## src/hw/rtl/rhsl_pkg.sv

```systemverilog
// Types and constants of the RGB to hue, saturation and lightness pipeline.
// Depends on nothing.
package rhsl_pkg;
	localparam int FRAC_BITS_DEF = 16;
	localparam int CH_W   = 8;
	localparam int HUE_W  = 16;
	localparam int SAT_W  = 17;
	localparam int SUM_W  = 9;
	localparam int HDEN_W = 11;
	localparam int HREM_W = 12;
	localparam int SREM_W = 9;

	typedef struct packed {
		logic [CH_W-1:0] red;
		logic [CH_W-1:0] green;
		logic [CH_W-1:0] blue;
	} pix_t;

	typedef struct packed {
		logic [HUE_W-1:0] hue_turn;
		logic [CH_W-1:0]  chroma_out;
		logic [SAT_W-1:0] sat_hsl;
		logic [SAT_W-1:0] sat_hsv;
		logic [CH_W-1:0]  light_level;
		logic [SUM_W-1:0] light_sum;
	} res_t;

	// Values that ride along the divider stages untouched
	typedef struct packed {
		logic [CH_W-1:0]  chroma;
		logic [SUM_W-1:0] sum;
		logic             grey;
	} side_t;

	// Partial remainders and divisors of the three divisions
	typedef struct packed {
		logic [HREM_W-1:0] hue_r;
		logic [HDEN_W-1:0] hue_d;
		logic [SREM_W-1:0] hsl_r;
		logic [CH_W-1:0]   hsl_d;
		logic [SREM_W-1:0] hsv_r;
		logic [CH_W-1:0]   hsv_d;
	} div_rem_t;
endpackage

```

## src/hw/rtl/rhsl_front.sv

```systemverilog
// First pipeline stage: max, min, chroma, sums and hue numerator.
// Depends on rhsl_pkg.
module rhsl_front (
	input  logic              clk,
	input  logic              arst_n,
	input  logic              vld,
	input  rhsl_pkg::pix_t    pixel,
	output logic              vld_s1,
	output rhsl_pkg::side_t   side_s1,
	output rhsl_pkg::div_rem_t rem_s1
);
	import rhsl_pkg::*;

	logic [CH_W-1:0]   r, g, b, hi, lo, c;
	logic [SUM_W-1:0]  sum, spread;
	logic [CH_W-1:0]   den;
	logic [HREM_W-1:0] num, c12;
	div_rem_t          rem;
	side_t             side;

	// Find extremes and derived quantities
	always_comb begin
		r = pixel.red;
		g = pixel.green;
		b = pixel.blue;
		hi = r;
		lo = r;
		if (g > hi) hi = g;
		if (b > hi) hi = b;
		if (g < lo) lo = g;
		if (b < lo) lo = b;
		c = hi - lo;
		sum = {1'b0, hi} + {1'b0, lo};
		spread = (sum >= SUM_W'(255)) ? sum - SUM_W'(255) : SUM_W'(255) - sum;
		den = CH_W'(SUM_W'(255) - spread);
		c12 = HREM_W'(c);
		// Hue sector numerator, red sector wrapped into range
		if (hi == r) begin
			if (g >= b) num = HREM_W'(g) - HREM_W'(b);
			else num = HREM_W'(6) * c12 - (HREM_W'(b) - HREM_W'(g));
		end else if (hi == g) begin
			num = HREM_W'(2) * c12 + HREM_W'(b) - HREM_W'(r);
		end else begin
			num = HREM_W'(4) * c12 + HREM_W'(r) - HREM_W'(g);
		end
		rem.hue_r = num;
		rem.hue_d = HDEN_W'(HREM_W'(6) * c12);
		rem.hsl_r = SREM_W'(c);
		rem.hsl_d = den;
		rem.hsv_r = SREM_W'(c);
		rem.hsv_d = hi;
		side.chroma = c;
		side.sum = sum;
		side.grey = (c == '0);
	end

	// Advance valid
	always_ff @(posedge clk or negedge arst_n) begin
		if (!arst_n) vld_s1 <= 1'b0;
		else vld_s1 <= vld;
	end

	// Hold payload
	always_ff @(posedge clk) begin
		side_s1 <= side;
		rem_s1 <= rem;
	end
endmodule

```

## src/hw/rtl/rhsl_div_stage.sv

```systemverilog
// One quotient bit of the three fraction divisions, registered.
// Depends on rhsl_pkg.
module rhsl_div_stage #(
	parameter int FRAC_BITS = rhsl_pkg::FRAC_BITS_DEF,
	parameter bit FIRST = 1'b0
) (
	input  logic                 clk,
	input  logic                 arst_n,
	input  logic                 vld_i,
	input  rhsl_pkg::side_t      side_i,
	input  rhsl_pkg::div_rem_t   rem_i,
	input  logic [FRAC_BITS:0]   hue_q_i,
	input  logic [FRAC_BITS:0]   hsl_q_i,
	input  logic [FRAC_BITS:0]   hsv_q_i,
	output logic                 vld_o,
	output rhsl_pkg::side_t      side_o,
	output rhsl_pkg::div_rem_t   rem_o,
	output logic [FRAC_BITS:0]   hue_q_o,
	output logic [FRAC_BITS:0]   hsl_q_o,
	output logic [FRAC_BITS:0]   hsv_q_o
);
	import rhsl_pkg::*;

	logic [HREM_W-1:0] hue_s;
	logic [SREM_W-1:0] hsl_s, hsv_s;
	logic              hue_ge, hsl_ge, hsv_ge;
	div_rem_t          rem_n;

	// Shift (not in the first stage), compare and subtract each remainder
	always_comb begin
		hue_s = FIRST ? rem_i.hue_r : {rem_i.hue_r[HREM_W-2:0], 1'b0};
		hsl_s = FIRST ? rem_i.hsl_r : {rem_i.hsl_r[SREM_W-2:0], 1'b0};
		hsv_s = FIRST ? rem_i.hsv_r : {rem_i.hsv_r[SREM_W-2:0], 1'b0};
		hue_ge = hue_s >= HREM_W'(rem_i.hue_d);
		hsl_ge = hsl_s >= SREM_W'(rem_i.hsl_d);
		hsv_ge = hsv_s >= SREM_W'(rem_i.hsv_d);
		rem_n = rem_i;
		rem_n.hue_r = hue_ge ? hue_s - HREM_W'(rem_i.hue_d) : hue_s;
		rem_n.hsl_r = hsl_ge ? hsl_s - SREM_W'(rem_i.hsl_d) : hsl_s;
		rem_n.hsv_r = hsv_ge ? hsv_s - SREM_W'(rem_i.hsv_d) : hsv_s;
	end

	// Advance valid
	always_ff @(posedge clk or negedge arst_n) begin
		if (!arst_n) vld_o <= 1'b0;
		else vld_o <= vld_i;
	end

	// Hold payload
	always_ff @(posedge clk) begin
		side_o <= side_i;
		rem_o <= rem_n;
		hue_q_o <= {hue_q_i[FRAC_BITS-1:0], hue_ge};
		hsl_q_o <= {hsl_q_i[FRAC_BITS-1:0], hsl_ge};
		hsv_q_o <= {hsv_q_i[FRAC_BITS-1:0], hsv_ge};
	end
endmodule

```

## src/hw/rtl/rgb_to_hue_sat_light_top.sv

```systemverilog
// RGB pixel to hue, HSL/HSV saturation and lightness. Accepts one pixel on
// every clock (busy is never raised) and presents each result on result for
// exactly one cycle with result_valid high, after the pixel has passed the
// registered max/min front stage and the quotient bit stages of the
// FRAC_BITS + 1 bit fraction dividers, which compute all three divisions
// side by side. The receiver cannot stall the pipeline.
// Depends on rhsl_pkg, rhsl_front, rhsl_div_stage.
module rgb_to_hue_sat_light_top #(
	parameter int FRAC_BITS = rhsl_pkg::FRAC_BITS_DEF
) (
	input  logic            clk,
	input  logic            arst_n,
	input  logic            start,
	output logic            busy,
	input  rhsl_pkg::pix_t  pixel,
	output logic            result_valid,
	output rhsl_pkg::res_t  result
);
	import rhsl_pkg::*;

	localparam int NST = FRAC_BITS + 1;

	logic                vld_s [NST+1];
	side_t               side_s [NST+1];
	div_rem_t            rem_s [NST+1];
	logic [FRAC_BITS:0]  hue_q [NST+1];
	logic [FRAC_BITS:0]  hsl_q [NST+1];
	logic [FRAC_BITS:0]  hsv_q [NST+1];
	logic [HUE_W-1:0]    hue_w;
	logic [SAT_W-1:0]    hsl_w, hsv_w;

	assign busy = 1'b0;

	rhsl_front u_front (
		.clk(clk), .arst_n(arst_n), .vld(start), .pixel(pixel),
		.vld_s1(vld_s[0]), .side_s1(side_s[0]), .rem_s1(rem_s[0])
	);

	assign hue_q[0] = '0;
	assign hsl_q[0] = '0;
	assign hsv_q[0] = '0;

	// One stage per quotient bit
	for (genvar i = 0; i < NST; i++) begin : g_div
		rhsl_div_stage #(.FRAC_BITS(FRAC_BITS), .FIRST(i == 0)) u_stage (
			.clk(clk), .arst_n(arst_n),
			.vld_i(vld_s[i]), .side_i(side_s[i]), .rem_i(rem_s[i]),
			.hue_q_i(hue_q[i]), .hsl_q_i(hsl_q[i]), .hsv_q_i(hsv_q[i]),
			.vld_o(vld_s[i+1]), .side_o(side_s[i+1]), .rem_o(rem_s[i+1]),
			.hue_q_o(hue_q[i+1]), .hsl_q_o(hsl_q[i+1]), .hsv_q_o(hsv_q[i+1])
		);
	end

	// Fit quotients to the field widths
	if (FRAC_BITS + 1 >= SAT_W) begin : g_wide
		assign hsl_w = hsl_q[NST][SAT_W-1:0];
		assign hsv_w = hsv_q[NST][SAT_W-1:0];
	end else begin : g_narrow
		assign hsl_w = SAT_W'(hsl_q[NST]);
		assign hsv_w = SAT_W'(hsv_q[NST]);
	end
	if (FRAC_BITS + 1 >= HUE_W) begin : g_hwide
		assign hue_w = hue_q[NST][HUE_W-1:0];
	end else begin : g_hnarrow
		assign hue_w = HUE_W'(hue_q[NST]);
	end

	// Drop quotients of grey pixels
	always_comb begin
		result.hue_turn    = side_s[NST].grey ? '0 : hue_w;
		result.sat_hsl     = side_s[NST].grey ? '0 : hsl_w;
		result.sat_hsv     = side_s[NST].grey ? '0 : hsv_w;
		result.chroma_out  = side_s[NST].chroma;
		result.light_level = side_s[NST].sum[SUM_W-1:1];
		result.light_sum   = side_s[NST].sum;
	end

	assign result_valid = vld_s[NST];
endmodule

```

## config.mk

```make
export PLATFORM = sky130hd
export DESIGN_NAME = rgb_to_hue_sat_light_top
export DESIGN_NICKNAME = d
export VERILOG_FILES = /design/src/hw/rtl/rhsl_pkg.sv /design/src/hw/rtl/rhsl_front.sv /design/src/hw/rtl/rhsl_div_stage.sv /design/src/hw/rtl/rgb_to_hue_sat_light_top.sv
export SDC_FILE = /design/constraint.sdc
export NUM_CORES = 2
export LEC_CHECK = 0
export BUFFER_PORTS_ARGS = -buffer_cell sky130_fd_sc_hd__buf_2
export CORE_ASPECT_RATIO = 1.75
export CORE_MARGIN = 5
export CORE_UTILIZATION = 45
export DETAILED_ROUTE_END_ITERATION = 10
export PLACE_DENSITY_LB_ADDON = 0.12
export SYNTH_ARGS = -nofsm -noshare
export SYNTH_HDL_FRONTEND = slang
export SYNTH_SLANG_ARGS = --single-unit
```

## constraint.sdc

```tcl
create_clock -name clk -period 4 [get_ports clk]
set_clock_uncertainty 0.1 [all_clocks]
set_input_delay 0.4 -clock clk [delete_from_list [all_inputs] [get_ports clk]]
set_output_delay 0.4 -clock clk [all_outputs]
set_load 0.005 [all_outputs]
```

==> results.md <==
* Status: finished with violations
* Failing checks: negative setup slack
* XOR/XNOR Fraction of Synth Area at 4.24%
* Minimum clock period at 6.39 ns
* R2R cell count at 11
* Die Y at 490 um
* Clk slew on worst S/H paths at 0.06 ns
* Core region area at 131,000 um^2
* Mapped cell area at 59,200 um^2
* Largest family of logic cells by synthesized area: adder cells
* CTS Buf Count at 139
* Slew HR at 18.9%
* CTS H-tree depth at 4
* Synth Area in Compound Gates at 12.3%
* Worst Setup End Kind: flip-flop
* Final worst-path cycle share at 160%
* Gr ovfl total at 0
* Crit path buf inv count at 8
* DRC at 0
* Seq/Total Area, Yosys at 54.4%
* Final hold vios at 0
* Syn_area_per_cell at 10.5 um^2
* Kind of critical path: primary input to flip-flop
* CP max-delay cell: fa_2
* DRT Pass-1 Iters at 5
* Slew Limit Fails at 0
* Clock Path Buffers at 3
* Syn-to-layout area delta at 19.3%
* Number of synthesized flops with an enable pin at 0
* Cell count after synthesis at 5,631
* Async S/R FF share, synth at 1.12%
* DR WL/cell at 15.0 um
* Vias in the first global route at 40,935
* Die width at 284 um
* Placer Congestion at 0.929
* CP max FO at 4
* RSZ-0062 raised after global routing: yes
* Top-Level Pins at 104
* Fmax at 156 MHz
* Layout cell share with drive strength beyond 1 at 15.1%
* Post-layout nets at 6,787
* Top cell family by delay on the critical path: adder cells
* Synth Area in Simple Gates at 8.35%
* DP Wirelength at 92.8 mm
* Worst hold slack at 0.120 ns
* Initial antenna violation count at 3
* Critical path's largest stage delay at 0.61 ns
* First-pass GRT wire length at 192 mm
* Hold Path Depth at 4
* WP depth at 36
* Yosys Warn Count at 0
* TritonCTS clock tree: yes
* Vias per cell at 4.83
* Antenna-violating nets left at 0
* Worst Hold Class: primary input to flip-flop
* Overall routing resource usage at 17.1%
* # clock sinks at 1,603
* Clock latency at the later pin of the worst-skew pair at 0.76 ns
* Port bufs at 102
* Main flop type after synthesis: dfxtp_1
* Dpl ws at -3.91 ns
* WP data required at 4.55 ns
* MaxCap Viol Count at 0
* Mux share of post-synthesis cell area at 1.60%
* Violation count after the first detailed-route iteration at 1,110
* Pin count of the biggest net entering global routing at 51
* Worst Path Arrival at 6.94 ns
* Die ar. at 139,000 um^2
* Synth Area in Adders at 13.4%
* Final setup viols at 42
* Routed via count at 38,477
* CTS root buffer: clkbuf_16
* Distinct cell type count after synthesis at 78
* #FFs+latches synth at 1,603
* CP Launch Type: primary input
* Initial core utilization at 45.2%
* Setup ws final at -2.39 ns
* Post-Route WL at 119 mm
* Worst Max-Slew Pin Slew at 1.21 ns
* Site Rows at 176
[worst reg2reg max path, delay by kind of cell (launching register included)]
family                   cells  cell delay (ns)
adder cells (fa/ha/maj)      1             0.30
flip-flops                   1             0.67
AND/OR/NAND/NOR              2             0.17
AO/OA/AOI/OAI                7             1.69
multiplexers                 1             0.46
[layer usage]
layer	share of wire [%]	routed length [um]	GRT usage [%]	vias to the layer above
li1	-	-	-	19645
met5	0	0	0	-
met4	6.6	7850	10.3	0
met2	60	71700	37.4	519
met1	31	36600	13.2	18000
met3	2.6	3070	2.87	313
[placed cells by master (no fill, tap or decap), types with 45 or more instances in the layout]
cell       instances
xnor2_1          175
buf_4            339
inv_1            760
xor2_1            92
nand2_1          288
dfxtp_1         1584
ha_1             505
buf_2             93
nor2b_1          166
o31ai_1           61
nand4_1           62
fa_1              54
mux2_2            51
nand2b_1          50
nor2_1           246
a21o_1           175
o21bai_1          57
buf_6             45
a21oi_1          286
o21ai_0          346
clkbuf_16        140
[synth_stat cells (all sizes together) (20+ instances only)]
cell type | instances | area share, %
clkbuf | 63 | 0.40
mux2 | 53 | 1.0
fa | 58 | 2.0
buf | 31 | 0.37
xor2 | 100 | 1.5
nand2b | 51 | 0.54
o31ai | 63 | 0.80
nand4 | 64 | 0.71
nand2 | 292 | 1.9
nor2b | 168 | 1.8
o21bai | 60 | 0.76
o211ai | 20 | 0.26
mux2i | 35 | 0.59
a21o | 176 | 2.2
inv | 780 | 4.9
and3 | 41 | 0.44
xnor2 | 186 | 2.8
ha | 539 | 11
nor2 | 259 | 1.6
o21ai | 366 | 3.1
dfxtp | 1585 | 54
o211a | 31 | 0.52
nor3 | 32 | 0.28
a211oi | 24 | 0.32
a21boi | 33 | 0.42
nand3 | 38 | 0.32
or4 | 31 | 0.40
a21oi | 311 | 2.6
[state kept, by name, indices dropped and copies added (netlist names), named ones only]
register               flops
g_div.u_stage.rem_o      800
g_div.u_stage.side_o     289
g_div.u_stage.hsl_q_o    153
g_div.u_stage.hsv_q_o    153
g_div.u_stage.hue_q_o    136
u_front.rem_s1            43
g_div.u_stage.vld_o       17
u_front.side_s1           10
u_front.vld_s1             1
[cell type report]
type                            instances  area, um^2
Antenna cell                            2        5.00
Clock buffer                          186        3870
Clock inverter                         64        1080
Fill cell                           11730       60400
Inverter                              784        2980
Multi-Input combinational cell       3151       24800
Sequential cell                      1603       32200
Tap cell                             1691        2120
Timing Repair Buffer                  484        3620
[per-stage QoR]
step	utilization, %	area, um^2	cells	setup TNS, ns
5_1_grt	53.9	70600	7965	-51.77
3_5_place_dp	48.8	64000	7654	-116.62
4_1_cts	53.7	70300	7958	-44.14
2_1_floorplan	-	59400	5632	-75.26
6_report	53.9	70600	7965	-47.25
3_3_place_gp	48.8	64000	7654	-109.97
[cells by family (layout without fill, tap and decap cells)]
kind of cell,after synthesis,count (layout)
xor+xnor,286,286
simple gates,1008,1008
flops,1603,1603
fa+ha+maj,598,598
other cells,1,4
compound gates,1169,1169
buf+inv,878,1518
mux,88,88
[path summary, 6_finish.rpt]
kind	from	end	slack (ns)
setup / recovery	pixel[11]	u_front.rem_s1[56]	-2.39
hold / removal	pixel[4]	u_front.rem_s1[4]	0.12
setup reg to reg	u_front.side_s1[1]	g_div[0].u_stage.rem_o[54]	0.53
hold reg to reg	g_div[12].u_stage.hue_q_o[1]	g_div[13].u_stage.hue_q_o[2]	0.20
max in group asynchronous	arst_n	g_div[3].u_stage.vld_o	2.64
min in group asynchronous	arst_n	g_div[16].u_stage.vld_o	0.69
[timing repair]
item | 4_1_cts | 5_1_grt
pin swaps | 97 | 42
resized for setup | 205 | 52
endpoints found under the hold margin | 19 | 0
endpoints found under the setup margin | 45 | 42
hold buffers | 3 | 0
setup buffers | 56 | 9
Power is not shown: default switching activity piles up to over one toggle a cycle in this logic, so the estimate is an artifact.
